`src/oale_pkg.sv`:
```
// Shared types and constants for the ordered array list engine.
// Holds the request and status codes and the control word that goes to every cell.
// Depends on nothing; every module of the block imports it.
package oale_pkg;

	// Request codes carried on the kind port; code 7 is ignored
	typedef enum logic [2:0] {
		KIND_PUSH_BACK  = 3'd0,
		KIND_POP_BACK   = 3'd1,
		KIND_PUSH_FRONT = 3'd2,
		KIND_POP_FRONT  = 3'd3,
		KIND_INSERT     = 3'd4,
		KIND_ERASE      = 3'd5,
		KIND_FIND       = 3'd6
	} kind_t;

	// Result status codes
	typedef enum logic [1:0] {
		STATUS_OK      = 2'd0,
		STATUS_FULL    = 2'd1,
		STATUS_EMPTY   = 2'd2,
		STATUS_BAD_POS = 2'd3
	} status_t;

	// Widest cell index and count for the largest supported depth of 256
	localparam int POS_BITS = 8;
	localparam int CNT_BITS = 9;

	// Match bits examined per scan cycle, and width of the found_index port
	localparam int SCAN_LANES     = 8;
	localparam int LANE_BITS      = 3;
	localparam int FOUND_IDX_BITS = 4;

	// Control word broadcast to the cell row
	typedef struct packed {
		logic                ins;  // open a gap at pos and load the new word
		logic                del;  // close the gap at pos
		logic [POS_BITS-1:0] pos;  // gap position
		logic [CNT_BITS-1:0] cnt;  // number of live entries
	} cell_ctl_t;

endpackage

```
`src/oale_cell.sv`:
```
// One cell of the list row: holds a single entry and compares it with a key.
// Takes its neighbor's word on an insert or erase that moves it.
// Depends on oale_pkg for the control word.
module oale_cell #(
	parameter int WORD_BITS = 32,
	parameter int IDX       = 0
) (
	input  logic                      clk,
	input  oale_pkg::cell_ctl_t       ctl,
	input  logic [WORD_BITS-1:0]      word,
	input  logic [WORD_BITS-1:0]      left,
	input  logic [WORD_BITS-1:0]      right,
	input  logic [WORD_BITS-1:0]      key,
	output logic [WORD_BITS-1:0]      data,
	output logic                      match
);
	import oale_pkg::*;

	localparam logic [POS_BITS-1:0] MY_POS = POS_BITS'(IDX);
	localparam logic [CNT_BITS-1:0] MY_CNT = CNT_BITS'(IDX);

	logic [WORD_BITS-1:0] data_q;
	logic                 at_gap;
	logic                 past_gap;

	assign at_gap   = ctl.pos == MY_POS;
	assign past_gap = MY_POS > ctl.pos;

	// Shift up past an insert gap, load at the gap, shift down from an erase gap
	always_ff @(posedge clk) begin
		if (ctl.ins && past_gap) begin
			data_q <= left;
		end else if (ctl.ins && at_gap) begin
			data_q <= word;
		end else if (ctl.del && (past_gap || at_gap)) begin
			data_q <= right;
		end
	end

	// Flag a live entry equal to the key
	assign match = (data_q == key) && (MY_CNT < ctl.cnt);
	assign data  = data_q;

endmodule

```
`src/ordered_array_list_engine.sv`:
```
// Top level of the ordered array list engine: request decode, count, cell row, find scan.
// Depends on oale_pkg and oale_cell.
//
//   channel   | handshake            | fields
//   ----------+----------------------+------------------------------------
//   request   | start, busy          | kind, position, value
//   result    | done (one cycle)     | status, found, found_index, count
//
// Every request except a find on a non-empty list returns its word in the cycle after
// acceptance, and busy stays low, so a new request may follow in every cycle.
// A find registers the match bits of all cells at acceptance and then scans them
// eight per cycle, with busy high until the result cycle.
// Reset clears the count and the control state; cell contents need no reset.
// The result cannot be stalled: done is high for exactly one cycle per request.
module ordered_array_list_engine #(
	parameter int DEPTH     = 16,
	parameter int WORD_BITS = 32
) (
	input  logic        clk,
	input  logic        arst_n,
	input  logic        start,
	output logic        busy,
	input  logic [2:0]  kind,
	input  logic [4:0]  position,
	input  logic [31:0] value,
	output logic        done,
	output logic [1:0]  status,
	output logic        found,
	output logic [3:0]  found_index,
	output logic [4:0]  count
);
	import oale_pkg::*;

	localparam int CNTW   = $clog2(DEPTH + 1);
	localparam int CMPW   = (CNTW > 5) ? CNTW : 5;
	localparam int NCHUNK = (DEPTH + SCAN_LANES - 1) / SCAN_LANES;
	localparam int CW     = (NCHUNK > 1) ? $clog2(NCHUNK) : 1;
	localparam int SIW    = CW + LANE_BITS;

	typedef enum logic [1:0] {
		ST_IDLE = 2'b01,
		ST_SCAN = 2'b10
	} state_t;

	state_t                            state_q, state_d;
	logic [CNTW-1:0]                   count_q, count_d;
	logic [CW-1:0]                     chunk_q;
	logic [NCHUNK-1:0][SCAN_LANES-1:0] match_s1;
	logic [NCHUNK-1:0][SCAN_LANES-1:0] match_pad;
	logic                              done_q;
	status_t                           status_q, status_d;
	logic                              found_q;
	logic [FOUND_IDX_BITS-1:0]         fidx_q;

	logic                              accept;
	logic                              full;
	logic                              empty;
	logic                              scan_start;
	cell_ctl_t                         ctl;
	logic [WORD_BITS-1:0]              new_word;
	logic [WORD_BITS-1:0]              cell_data [DEPTH];
	logic [DEPTH-1:0]                  match_vec;
	logic [SCAN_LANES-1:0]             lane_bits;
	logic                              lane_any;
	logic [LANE_BITS-1:0]              lane_idx;
	logic [SIW-1:0]                    scan_idx;
	logic                              last_chunk;

	assign accept   = start && !busy;
	assign busy     = state_q == ST_SCAN;
	assign full     = count_q == CNTW'(DEPTH);
	assign empty    = count_q == '0;
	assign new_word = WORD_BITS'($unsigned(value));

	// Decode the request: status, next count and the cell control word
	always_comb begin
		ctl        = '0;
		ctl.cnt    = CNT_BITS'(count_q);
		status_d   = STATUS_OK;
		count_d    = count_q;
		scan_start = 1'b0;
		case (kind_t'(kind))
			KIND_PUSH_BACK: begin
				if (full) begin
					status_d = STATUS_FULL;
				end else begin
					ctl.ins = 1'b1;
					ctl.pos = POS_BITS'(count_q);
					count_d = count_q + 1'b1;
				end
			end
			KIND_PUSH_FRONT: begin
				if (full) begin
					status_d = STATUS_FULL;
				end else begin
					ctl.ins = 1'b1;
					count_d = count_q + 1'b1;
				end
			end
			KIND_POP_BACK: begin
				if (empty) begin
					status_d = STATUS_EMPTY;
				end else begin
					count_d = count_q - 1'b1;
				end
			end
			KIND_POP_FRONT: begin
				if (empty) begin
					status_d = STATUS_EMPTY;
				end else begin
					ctl.del = 1'b1;
					count_d = count_q - 1'b1;
				end
			end
			KIND_INSERT: begin
				if (full) begin
					status_d = STATUS_FULL;
				end else if (CMPW'(position) > CMPW'(count_q)) begin
					status_d = STATUS_BAD_POS;
				end else begin
					ctl.ins = 1'b1;
					ctl.pos = POS_BITS'(position);
					count_d = count_q + 1'b1;
				end
			end
			KIND_ERASE: begin
				if (empty) begin
					status_d = STATUS_EMPTY;
				end else if (CMPW'(position) >= CMPW'(count_q)) begin
					status_d = STATUS_BAD_POS;
				end else begin
					ctl.del = 1'b1;
					ctl.pos = POS_BITS'(position);
					count_d = count_q - 1'b1;
				end
			end
			KIND_FIND: begin
				if (empty) begin
					status_d = STATUS_EMPTY;
				end else begin
					scan_start = 1'b1;
				end
			end
			default: begin
			end
		endcase
		// Drop the moves of a request that is not taken
		if (!accept) begin
			ctl.ins = 1'b0;
			ctl.del = 1'b0;
		end
	end

	// Cell row: each cell sees its neighbors; the first takes the new word from the left, the last sees zero on the right
	for (genvar i = 0; i < DEPTH; i++) begin : g_cell
		logic [WORD_BITS-1:0] left_w;
		logic [WORD_BITS-1:0] right_w;
		if (i == 0) begin : g_first
			assign left_w = new_word;
		end else begin : g_mid_l
			assign left_w = cell_data[i-1];
		end
		if (i == DEPTH - 1) begin : g_last
			assign right_w = '0;
		end else begin : g_mid_r
			assign right_w = cell_data[i+1];
		end
		oale_cell #(
			.WORD_BITS(WORD_BITS),
			.IDX      (i)
		) u_cell (
			.clk  (clk),
			.ctl  (ctl),
			.word (new_word),
			.left (left_w),
			.right(right_w),
			.key  (new_word),
			.data (cell_data[i]),
			.match(match_vec[i])
		);
	end

	// Pad the match bits out to whole scan chunks
	always_comb begin
		match_pad = (NCHUNK * SCAN_LANES)'(match_vec);
	end

	// Priority-encode the current chunk
	always_comb begin
		lane_bits = match_s1[chunk_q];
		lane_any  = |lane_bits;
		lane_idx  = '0;
		for (int j = SCAN_LANES - 1; j >= 0; j--) begin
			if (lane_bits[j]) begin
				lane_idx = LANE_BITS'(j);
			end
		end
	end

	assign scan_idx   = {chunk_q, lane_idx};
	assign last_chunk = chunk_q == CW'(NCHUNK - 1);

	// Advance the state machine
	always_comb begin
		state_d = state_q;
		case (state_q)
			ST_IDLE: begin
				if (accept && scan_start) begin
					state_d = ST_SCAN;
				end
			end
			ST_SCAN: begin
				if (lane_any || last_chunk) begin
					state_d = ST_IDLE;
				end
			end
			default: begin
				state_d = ST_IDLE;
			end
		endcase
	end

	// Control registers: state, count, scan position, result strobe
	always_ff @(posedge clk or negedge arst_n) begin
		if (!arst_n) begin
			state_q <= ST_IDLE;
			count_q <= '0;
			chunk_q <= '0;
			done_q  <= 1'b0;
		end else begin
			state_q <= state_d;
			if (accept) begin
				count_q <= count_d;
				chunk_q <= '0;
				done_q  <= !scan_start;
			end else if (busy) begin
				chunk_q <= chunk_q + 1'b1;
				done_q  <= lane_any || last_chunk;
			end else begin
				done_q  <= 1'b0;
			end
		end
	end

	// Result word and captured match bits
	always_ff @(posedge clk) begin
		if (accept) begin
			status_q <= status_d;
			found_q  <= 1'b0;
			fidx_q   <= '0;
			match_s1 <= match_pad;
		end else if (busy) begin
			found_q <= lane_any;
			fidx_q  <= lane_any ? FOUND_IDX_BITS'(scan_idx) : '0;
		end
	end

	assign done        = done_q;
	assign status      = status_q;
	assign found       = found_q;
	assign found_index = fidx_q;
	assign count       = 5'(count_q);

	// The count never runs past the depth
	a_count_range: assert property (@(posedge clk) disable iff (!arst_n)
		count_q <= CNTW'(DEPTH))
		else $error("count above depth");

	// A request that needs no scan reports in the next cycle
	a_quick_done: assert property (@(posedge clk) disable iff (!arst_n)
		accept && !scan_start |=> done && !busy)
		else $error("missing result after request");

	// A hit is only ever reported with an ok status and a live index
	a_found_ok: assert property (@(posedge clk) disable iff (!arst_n)
		done && found |-> status == STATUS_OK && CNT_BITS'(found_index) < CNT_BITS'(count))
		else $error("bad found result");

	// The count holds while a scan runs
	a_scan_count: assert property (@(posedge clk) disable iff (!arst_n)
		busy |=> $stable(count_q))
		else $error("count moved during scan");

	// No result strobe while a scan still runs
	a_scan_quiet: assert property (@(posedge clk) disable iff (!arst_n)
		busy && $past(busy) |-> !done)
		else $error("result during scan");

endmodule

```
`config.mk`:
```
export PLATFORM = sky130hd
export DESIGN_NAME = ordered_array_list_engine
export DESIGN_NICKNAME = d
export VERILOG_FILES = /design/src/oale_pkg.sv /design/src/oale_cell.sv /design/src/ordered_array_list_engine.sv
export SDC_FILE = /design/constraint.sdc
export NUM_CORES = 2
export LEC_CHECK = 0
export BUFFER_PORTS_ARGS = -buffer_cell sky130_fd_sc_hd__buf_2
export CAP_MARGIN = 5
export CORE_MARGIN = 4
export CORE_UTILIZATION = 25
export CTS_BUF_LIST = sky130_fd_sc_hd__clkbuf_8
export DETAILED_ROUTE_END_ITERATION = 8
export MAX_ROUTING_LAYER = met4
export PLACE_DENSITY = 0.49
export SLEW_MARGIN = 10
export SYNTH_ARGS = -nofsm -noshare
export SYNTH_HDL_FRONTEND = slang
export SYNTH_SLANG_ARGS = --single-unit
```
`constraint.sdc`:
```
create_clock -name clk -period 13.51 [get_ports clk]
set_input_delay 2.702 -clock clk [delete_from_list [all_inputs] [get_ports clk]]
set_output_delay 2.702 -clock clk [all_outputs]
set_load 0.01 [all_outputs]
```
# [Word-level counts from Yosys, hierarchy flattened]
# Cells that the tools add are included.
[classes] add_sub_neg=3 order_cmp=35 n_eq_ne=48 mux=94 reduce_logical=112
[op_table] operator="32-bit two-way mux" n=48
[op_table] operator="32-bit equality test" n=16
[op_table] operator="1-bit logical AND" n=66
[op_table] operator="8-bit by 4-bit equality test with 1-bit output, second input constant" n=8
[op_table] operator="4-bit by 8-bit > comparator with 1-bit output, first input constant" n=8
[op_table] operator="3-bit nonzero test" n=16
[op_table] operator="5-bit two-way mux" n=9
[op_table] operator="4-bit by 5-bit < comparator with 1-bit output, first input constant" n=8
[op_table] operator="8-bit by 3-bit equality test with 1-bit output, second input constant" n=4
[op_table] operator="3-bit by 8-bit > comparator with 1-bit output, first input constant" n=4
[op_table] operator="3-bit two-way mux" n=8
[op_table] operator="8-bit one-hot mux with 3 select lines" n=1
[op_table] operator="3-bit by 5-bit < comparator with 1-bit output, first input constant" n=4
[op_table] operator="5-bit one-hot mux with 4 select lines" n=1
[op_table] operator="9-bit two-way mux" n=2
[op_table] operator="1-bit logical OR" n=17
[op_table] operator="8-bit by 2-bit equality test with 1-bit output, second input constant" n=2
[op_table] operator="1-bit by 8-bit > comparator with 1-bit output, first input constant" n=2
[op_table] operator="2-bit by 8-bit > comparator with 1-bit output, first input constant" n=2
[op_table] operator="2-bit two-way mux" n=8
[op_table] operator="8-bit two-way mux" n=2
[op_table] operator="2-bit != test, second input constant" n=7
[op_table] operator="1-bit by 5-bit < comparator with 1-bit output, first input constant" n=2
[op_table] operator="2-bit by 5-bit < comparator with 1-bit output, first input constant" n=2
[op_table] operator="other kinds (30)" n=45
[totals] ff_bits=544 in_bits=43 out_inout_bits=14 wordCells=317

# [Depth between registers and ports, before layout]
[depth] depth_word=11 mapped_depth=16

# [Cells and area by module]
# Synthesis repeated with hierarchy kept, for this count alone.
[hier_totals] cells_unflattened=3233 area_unflattened_um2=37123.1
[by_module_without_submodules] module="oale_cell (g_cell[5].u_cell)" n_inst=1 cells_per_inst=239 area_per_inst_um2=2610.0 seq_area_each_um2=960.9
[by_module_without_submodules] module="oale_cell (g_cell[11].u_cell)" n_inst=1 cells_per_inst=239 area_per_inst_um2=2534.9 seq_area_each_um2=960.9
[by_module_without_submodules] module="oale_cell (g_cell[4].u_cell)" n_inst=1 cells_per_inst=206 area_per_inst_um2=2497.4 seq_area_each_um2=960.9
[by_module_without_submodules] module="oale_cell (g_cell[13].u_cell)" n_inst=1 cells_per_inst=233 area_per_inst_um2=2421.1 seq_area_each_um2=960.9
[by_module_without_submodules] module="oale_cell (g_cell[2].u_cell)" n_inst=1 cells_per_inst=236 area_per_inst_um2=2269.7 seq_area_each_um2=960.9
[by_module_without_submodules] module="oale_cell (g_cell[1].u_cell)" n_inst=1 cells_per_inst=152 area_per_inst_um2=2252.2 seq_area_each_um2=960.9
[by_module_without_submodules] module="oale_cell (g_cell[8].u_cell)" n_inst=1 cells_per_inst=200 area_per_inst_um2=2199.6 seq_area_each_um2=960.9
[by_module_without_submodules] module="oale_cell (g_cell[7].u_cell)" n_inst=1 cells_per_inst=188 area_per_inst_um2=2190.9 seq_area_each_um2=960.9
[by_module_without_submodules] module="oale_cell (g_cell[3].u_cell)" n_inst=1 cells_per_inst=188 area_per_inst_um2=2164.6 seq_area_each_um2=960.9
[by_module_without_submodules] module="oale_cell (g_cell[6].u_cell)" n_inst=1 cells_per_inst=166 area_per_inst_um2=2149.6 seq_area_each_um2=960.9
[by_module_without_submodules] module="oale_cell (g_cell[14].u_cell)" n_inst=1 cells_per_inst=164 area_per_inst_um2=2140.8 seq_area_each_um2=960.9
[by_module_without_submodules] module="oale_cell (g_cell[10].u_cell)" n_inst=1 cells_per_inst=191 area_per_inst_um2=2063.2 seq_area_each_um2=960.9
[by_module_without_submodules] module="oale_cell (g_cell[15].u_cell)" n_inst=1 cells_per_inst=186 area_per_inst_um2=2000.7 seq_area_each_um2=960.9
[by_module_without_submodules] module="oale_cell (g_cell[12].u_cell)" n_inst=1 cells_per_inst=160 area_per_inst_um2=1976.9 seq_area_each_um2=960.9
[by_module_without_submodules] module="3 more rows"

# [Least setup slack after synthesis]
# No wires, ideal clock.
[synth_path] path_kind="input port to flip-flop" startpoint="in position[3]" endpoint="reg g_cell[10].u_cell.data_q[0], enable pin" arrival_time_ns=7.112 t_required_ns=13.030 slack_ns=5.918 cell_stages=9 path_buffers=1 path_cell_list="ha_1 and3_1 nand3_1 a21boi_1 clkbuf_1 nor3_1 nor2_1 nand3_1 a311oi_1"
[synth_between] elab_chain_cells=8 word_cells_on_any_way=19 classes_between="3 x order compare; 1 x eq/ne; 10 x mux; 5 x reduce/logical"
[synth_rtl] element="start, declared" line_no="ordered_array_list_engine.sv:24" source="input logic [4:0] position,"
[synth_rtl] element="5-bit >= comparator or 5-bit > comparator (tied branches)" line_no="ordered_array_list_engine.sv:129, ordered_array_list_engine.sv:118"
[synth_rtl] element="9-bit two-way mux or 5-bit two-way mux (tied branches)" line_no="ordered_array_list_engine.sv:129, ordered_array_list_engine.sv:118"
[synth_rtl] element="9-bit two-way mux or 5-bit two-way mux (tied branches)" line_no="ordered_array_list_engine.sv:127, ordered_array_list_engine.sv:116"
[synth_rtl] element="8-bit one-hot mux with 3 select lines" line_no="ordered_array_list_engine.sv:82" source="case (kind_t'(kind))"
[synth_rtl] element="4-bit by 8-bit > comparator with 1-bit output or 8-bit by 4-bit equality test with 1-bit output (tied branches)" line_no="oale_cell.sv:27, oale_cell.sv:26"
[synth_rtl] element="1-bit logical OR" line_no="oale_cell.sv:35" source="end else if (ctl.del && (past_gap || at_gap)) begin"
[synth_rtl] element="1-bit logical AND" line_no="oale_cell.sv:35"
[synth_rtl] element="3-bit nonzero test (no source line) *"
[synth_rtl] element="end signal, assigned" line_no="oale_cell.sv:32" source="data_q <= left;"
[synth_rtl] element="end signal, assigned" line_no="oale_cell.sv:34" source="data_q <= word;"
[synth_rtl] element="end signal, assigned" line_no="oale_cell.sv:36" source="data_q <= right;"
[synth_rtl] element="end, declared" line_no="oale_cell.sv:22" source="logic [WORD_BITS-1:0] data_q;"
# Every way passes the cells marked *; elsewhere a longest branch is shown, timed or not.
# A chain may end at the register's enable or synchronous reset.

# [Final worst setup path]
[layout_path] startpoint="in position[3]" endpoint="reg g_cell[11].u_cell.data_q[22], data pin"
[layout_between] elab_chain_cells=8 word_cells_on_any_way=17 classes_between="3 x order compare; 1 x eq/ne; 11 x mux; 2 x reduce/logical"
[layout_rtl] element="branches (longest 7 deep; another with 4-bit by 8-bit > comparator with 1-bit output)"
[layout_rtl] element="32-bit two-way mux *" line_no="oale_cell.sv:31" source="if (ctl.ins && past_gap) begin"
[layout_rtl] element="end signal, assigned" line_no="oale_cell.sv:32"
[layout_rtl] element="end signal, assigned" line_no="oale_cell.sv:34"
[layout_rtl] element="end signal, assigned" line_no="oale_cell.sv:36"
[layout_rtl] element="end, declared" line_no="oale_cell.sv:22"
# Every way passes the cells marked *.

==> impl_metrics.csv <==
group,metric,value,unit
pwr,peakVddDrop,0.0704,mV
worst_setup_path,path_class,"input pin to flop",
worst_setup_path,r2r_cells,12,
worst_hold_path,min_to,"found_index[2]",
floorplanning,rows,134,
finish,layout_commonest_cell,"edfxtp_1",
finish,final_util,0.282,
worst_setup_path,regToRegEndpoint,"g_cell[11].u_cell.data[22]",
detailed_routing,wirelength,138000,um
worst_hold_path,hold_depth,2,
synth,synth_area,0.0340,mm^2
outcome,status,"completed",
worst_hold_path,holdCritPathClass,"flop to flop",
clocking,numCtsBuffers,101,
worst_setup_path,crit_slowest_cell,"buf_4",
sta,rsz0062_at_grt,"false",
floorplanning,core-area,0.134,mm^2
sta,hold_viol,0,
clocking,clkLatencyLatePin,0.81,ns
worst_setup_path,critPathMaxStageDelay,0.55,ns
finish,seqCellArea,0.0162,mm^2
sta,slew_headroom,0.0765,
place,gp_congestion,0.933,
place,io_buffers,56,
floorplanning,die-area,0.142,mm^2
floorplanning,initial_utilization,0.253,
finish,synthToLayoutAreaGrowth,11.5,%
worst_hold_path,hold_start,"found_index[2]",
finish,final_cell_mix,"edfxtp_1 (530), nand2_1 (292), xnor2_1 (272)",
worst_setup_path,worstSetupEndpointType,"flop",
worst_setup_path,worstPathRequired,14.04,ns
clocking,cts_tree,"built",
sta,tightest_slew,1.37,ns
global_route,grt_max_degree,98,
global_route,grt_usage,0.193,
synth,synth_edf_count,530,
detailed_routing,drtIter0Drc,3699,
place,dpl.cell_count,4945,
pwr,power.total,5.60,mW
clocking,ctsResizeCount,0,
detailed_routing,route.detailed.drc,0,
synth,synth_nets,3414,
clocking,cts_sinks,544,
worst_setup_path,cp_num_buf_inv,4,
sta,holdWs,0.480,ns
worst_setup_path,rrSetupSlack,7.92,ns
place,pre_cts_ws,6.50,ns
place,dp_hpwl,94300,um
finish,multi_input_area,0.0165,mm^2
floorplanning,die_y,377,um
pwr,powerDensity,148,mW/mm^2
worst_setup_path,start_kind,"input pin",
finish,fin_cells,5130,
global_route,grt_overflow,0,
sta,maxSlewViolCount,0,
clocking,postCtsSetupBuffers,0,
detailed_routing,drt_pre_antenna_iters,5,
floorplanning,pin_count,57,
clocking,hold_buffers,0,
worst_setup_path,crit_fanout,65,
sta,finClkSkew,0.0733,ns
sta,final.min_clock_period,6.27,ns
worst_setup_path,cp_common_cell,"buf_4",
worst_setup_path,r2r-start,"count[3]",
global_route,grt_pass1_vias,26066,
place,place_area,0.0361,mm^2
clocking,root_buffer,"clkbuf_8",
clocking,htreeDepth,3,
sta,setup-violations-final,0,
synth,avgSynthCellArea,10.1,um^2
finish,final_area,0.0379,mm^2
finish,drive_above_1_share,0.122,
sta,fin_setup_tns,0,ns
detailed_routing,dr_total_vias,27710,
synth,synthCells,3363,
synth,ys_warn_count,0,
clocking,clk_pin_slew,0.05,ns
worst_setup_path,crit_family,"buffers and inverters",
sta,min_period_over_period,0.464,
detailed_routing,route.antenna.remaining_nets,0,
finish,layout.nets,3331,
synth,ys_types,78,
synth,async_flop_share,0.0165,
worst_setup_path,crit_arrival,6.81,ns
sta,worst_slack,7.24,ns
detailed_routing,avgViaCountPerCell,5.40,
clocking,cts_buffer_depth,3,
floorplanning,die_w,377,um
finish,fillers,14197,
pwr,p_leak,12.9,nW
worst_setup_path,cp_cell_sequence,"buf_2, ha_1, and3_1, a311o_1, and2_1, o31a_2, buf_4, o211ai_1, buf_4, o21bai_2, buf_4, mux2_2",
global_route,grt_pass1_wl,196000,um
detailed_routing,routedWlPerCell,26.8,um
sta,fmax,0.159,GHz
synth,yosysSeqAreaShare,0.478,
synth,synthFlopType,"edfxtp_1",
global_route,grt_antenna_before_repair,5,
synth,yosys_register_bits,544,
job,maxCapViolCount,0,
-- registers in the layout, indices dropped and copies added, names as in the netlist --
name	cells
g_cell.u_cell.data	512
match_s1	16
count	5
found_index	4
state_q	2
status	2
chunk_q	1
done	1
found	1
-- power by group --
| part | internal, mW | leakage, nW | total [mW] | switching (mW) |
|---|---|---|---|---|
| clock network | 0.722 | 1.06 | 1.51 | 0.792 |
| logic | 0.506 | 6.80 | 1.51 | 1.00 |
| registers | 2.24 | 5.09 | 2.58 | 0.339 |
| total | 3.47 | 12.9 | 5.60 | 2.13 |
-- worst reg2reg max path, cell delays in order, from the launching register on --
cell and delay, ns:
dfrtp_1 0.97, inv_1 0.34, ha_1 0.40, and3_1 0.23
a311o_1 0.39, and2_1 0.39, o31a_2 0.42, buf_4 0.31
o211ai_1 0.31, buf_4 0.55, o21bai_2 0.24, buf_4 0.42
mux2_2 0.43
-- Yosys cell counts (5+ instances only) --
cell	number	area, um^2
a2111oi_0	5	43.8
a21oi_1	89	445
a221o_1	21	210
a22o_1	32	280
a22oi_1	64	480
a31oi_1	176	1100
and3_1	23	144
buf_1	21	78.8
buf_2	58	290
buf_4	12	90.1
clkbuf_1	246	923
dfrtp_1	8	200
dfxtp_1	5	100
edfxtp_1	530	15900
ha_1	8	100
inv_1	18	67.6
mux2_1	10	113
mux2_2	86	968
mux2i_1	158	1580
nand2_1	294	1100
nand3_1	166	831
nand3b_1	6	45.0
nand4_1	77	482
nor2_1	256	961
nor3_1	27	135
nor4_1	79	494
o21ai_0	244	1220
o21ai_1	43	215
o22ai_1	5	31.3
o31ai_1	5	37.5
xnor2_1	272	2380
xor2_1	242	2120
-- routing by layer --
metal / part of all wire / track usage / up-vias
li1: - / - / 12175
met1: 0.47 / 0.287 / 13836
met2: 0.40 / 0.261 / 1460
met3: 0.094 / 0.0375 / 239
met4: 0.036 / 0.0613 / 0
met5: 0 / - / -
-- layout make-up --
class	count	area share
timing repair buffer	155	0.0274
antenna	5	0.000330
clock buffer	101	0.0367
tap	1768	0.0584
sequential	544	0.429
inverter	19	0.00188
clock inverter	79	0.0108
multi-input combinational	2459	0.436
-- worst max-delay path by stage --
stage	end	start	depth (start not counted)	slack, ns
detailed placement	g_cell[11].u_cell.data[9]	position[3]	12	6.50
global route	g_cell[11].u_cell.data[21]	position[3]	12	7.09
finish	g_cell[11].u_cell.data[22]	position[3]	12	7.24
CTS	g_cell[11].u_cell.data[7]	position[3]	12	7.33
floorplan	g_cell[10].u_cell.data[0]	position[3]	9	5.92
global placement	g_cell[11].u_cell.data[15]	position[3]	12	6.50
-- cells by family (layout without fill, tap and decap cells) --
group	count (synthesis)	after routing	share of synthesized area
mux	254	254	0.0784
flops	544	544	0.478
simple gates	961	961	0.132
compound gates	722	722	0.132
xor+xnor	514	514	0.133
buf+inv	360	354	0.0441
other cells	0	5	0
fa+ha+maj	8	8	0.00295
(Power assumes the default switching activity.)
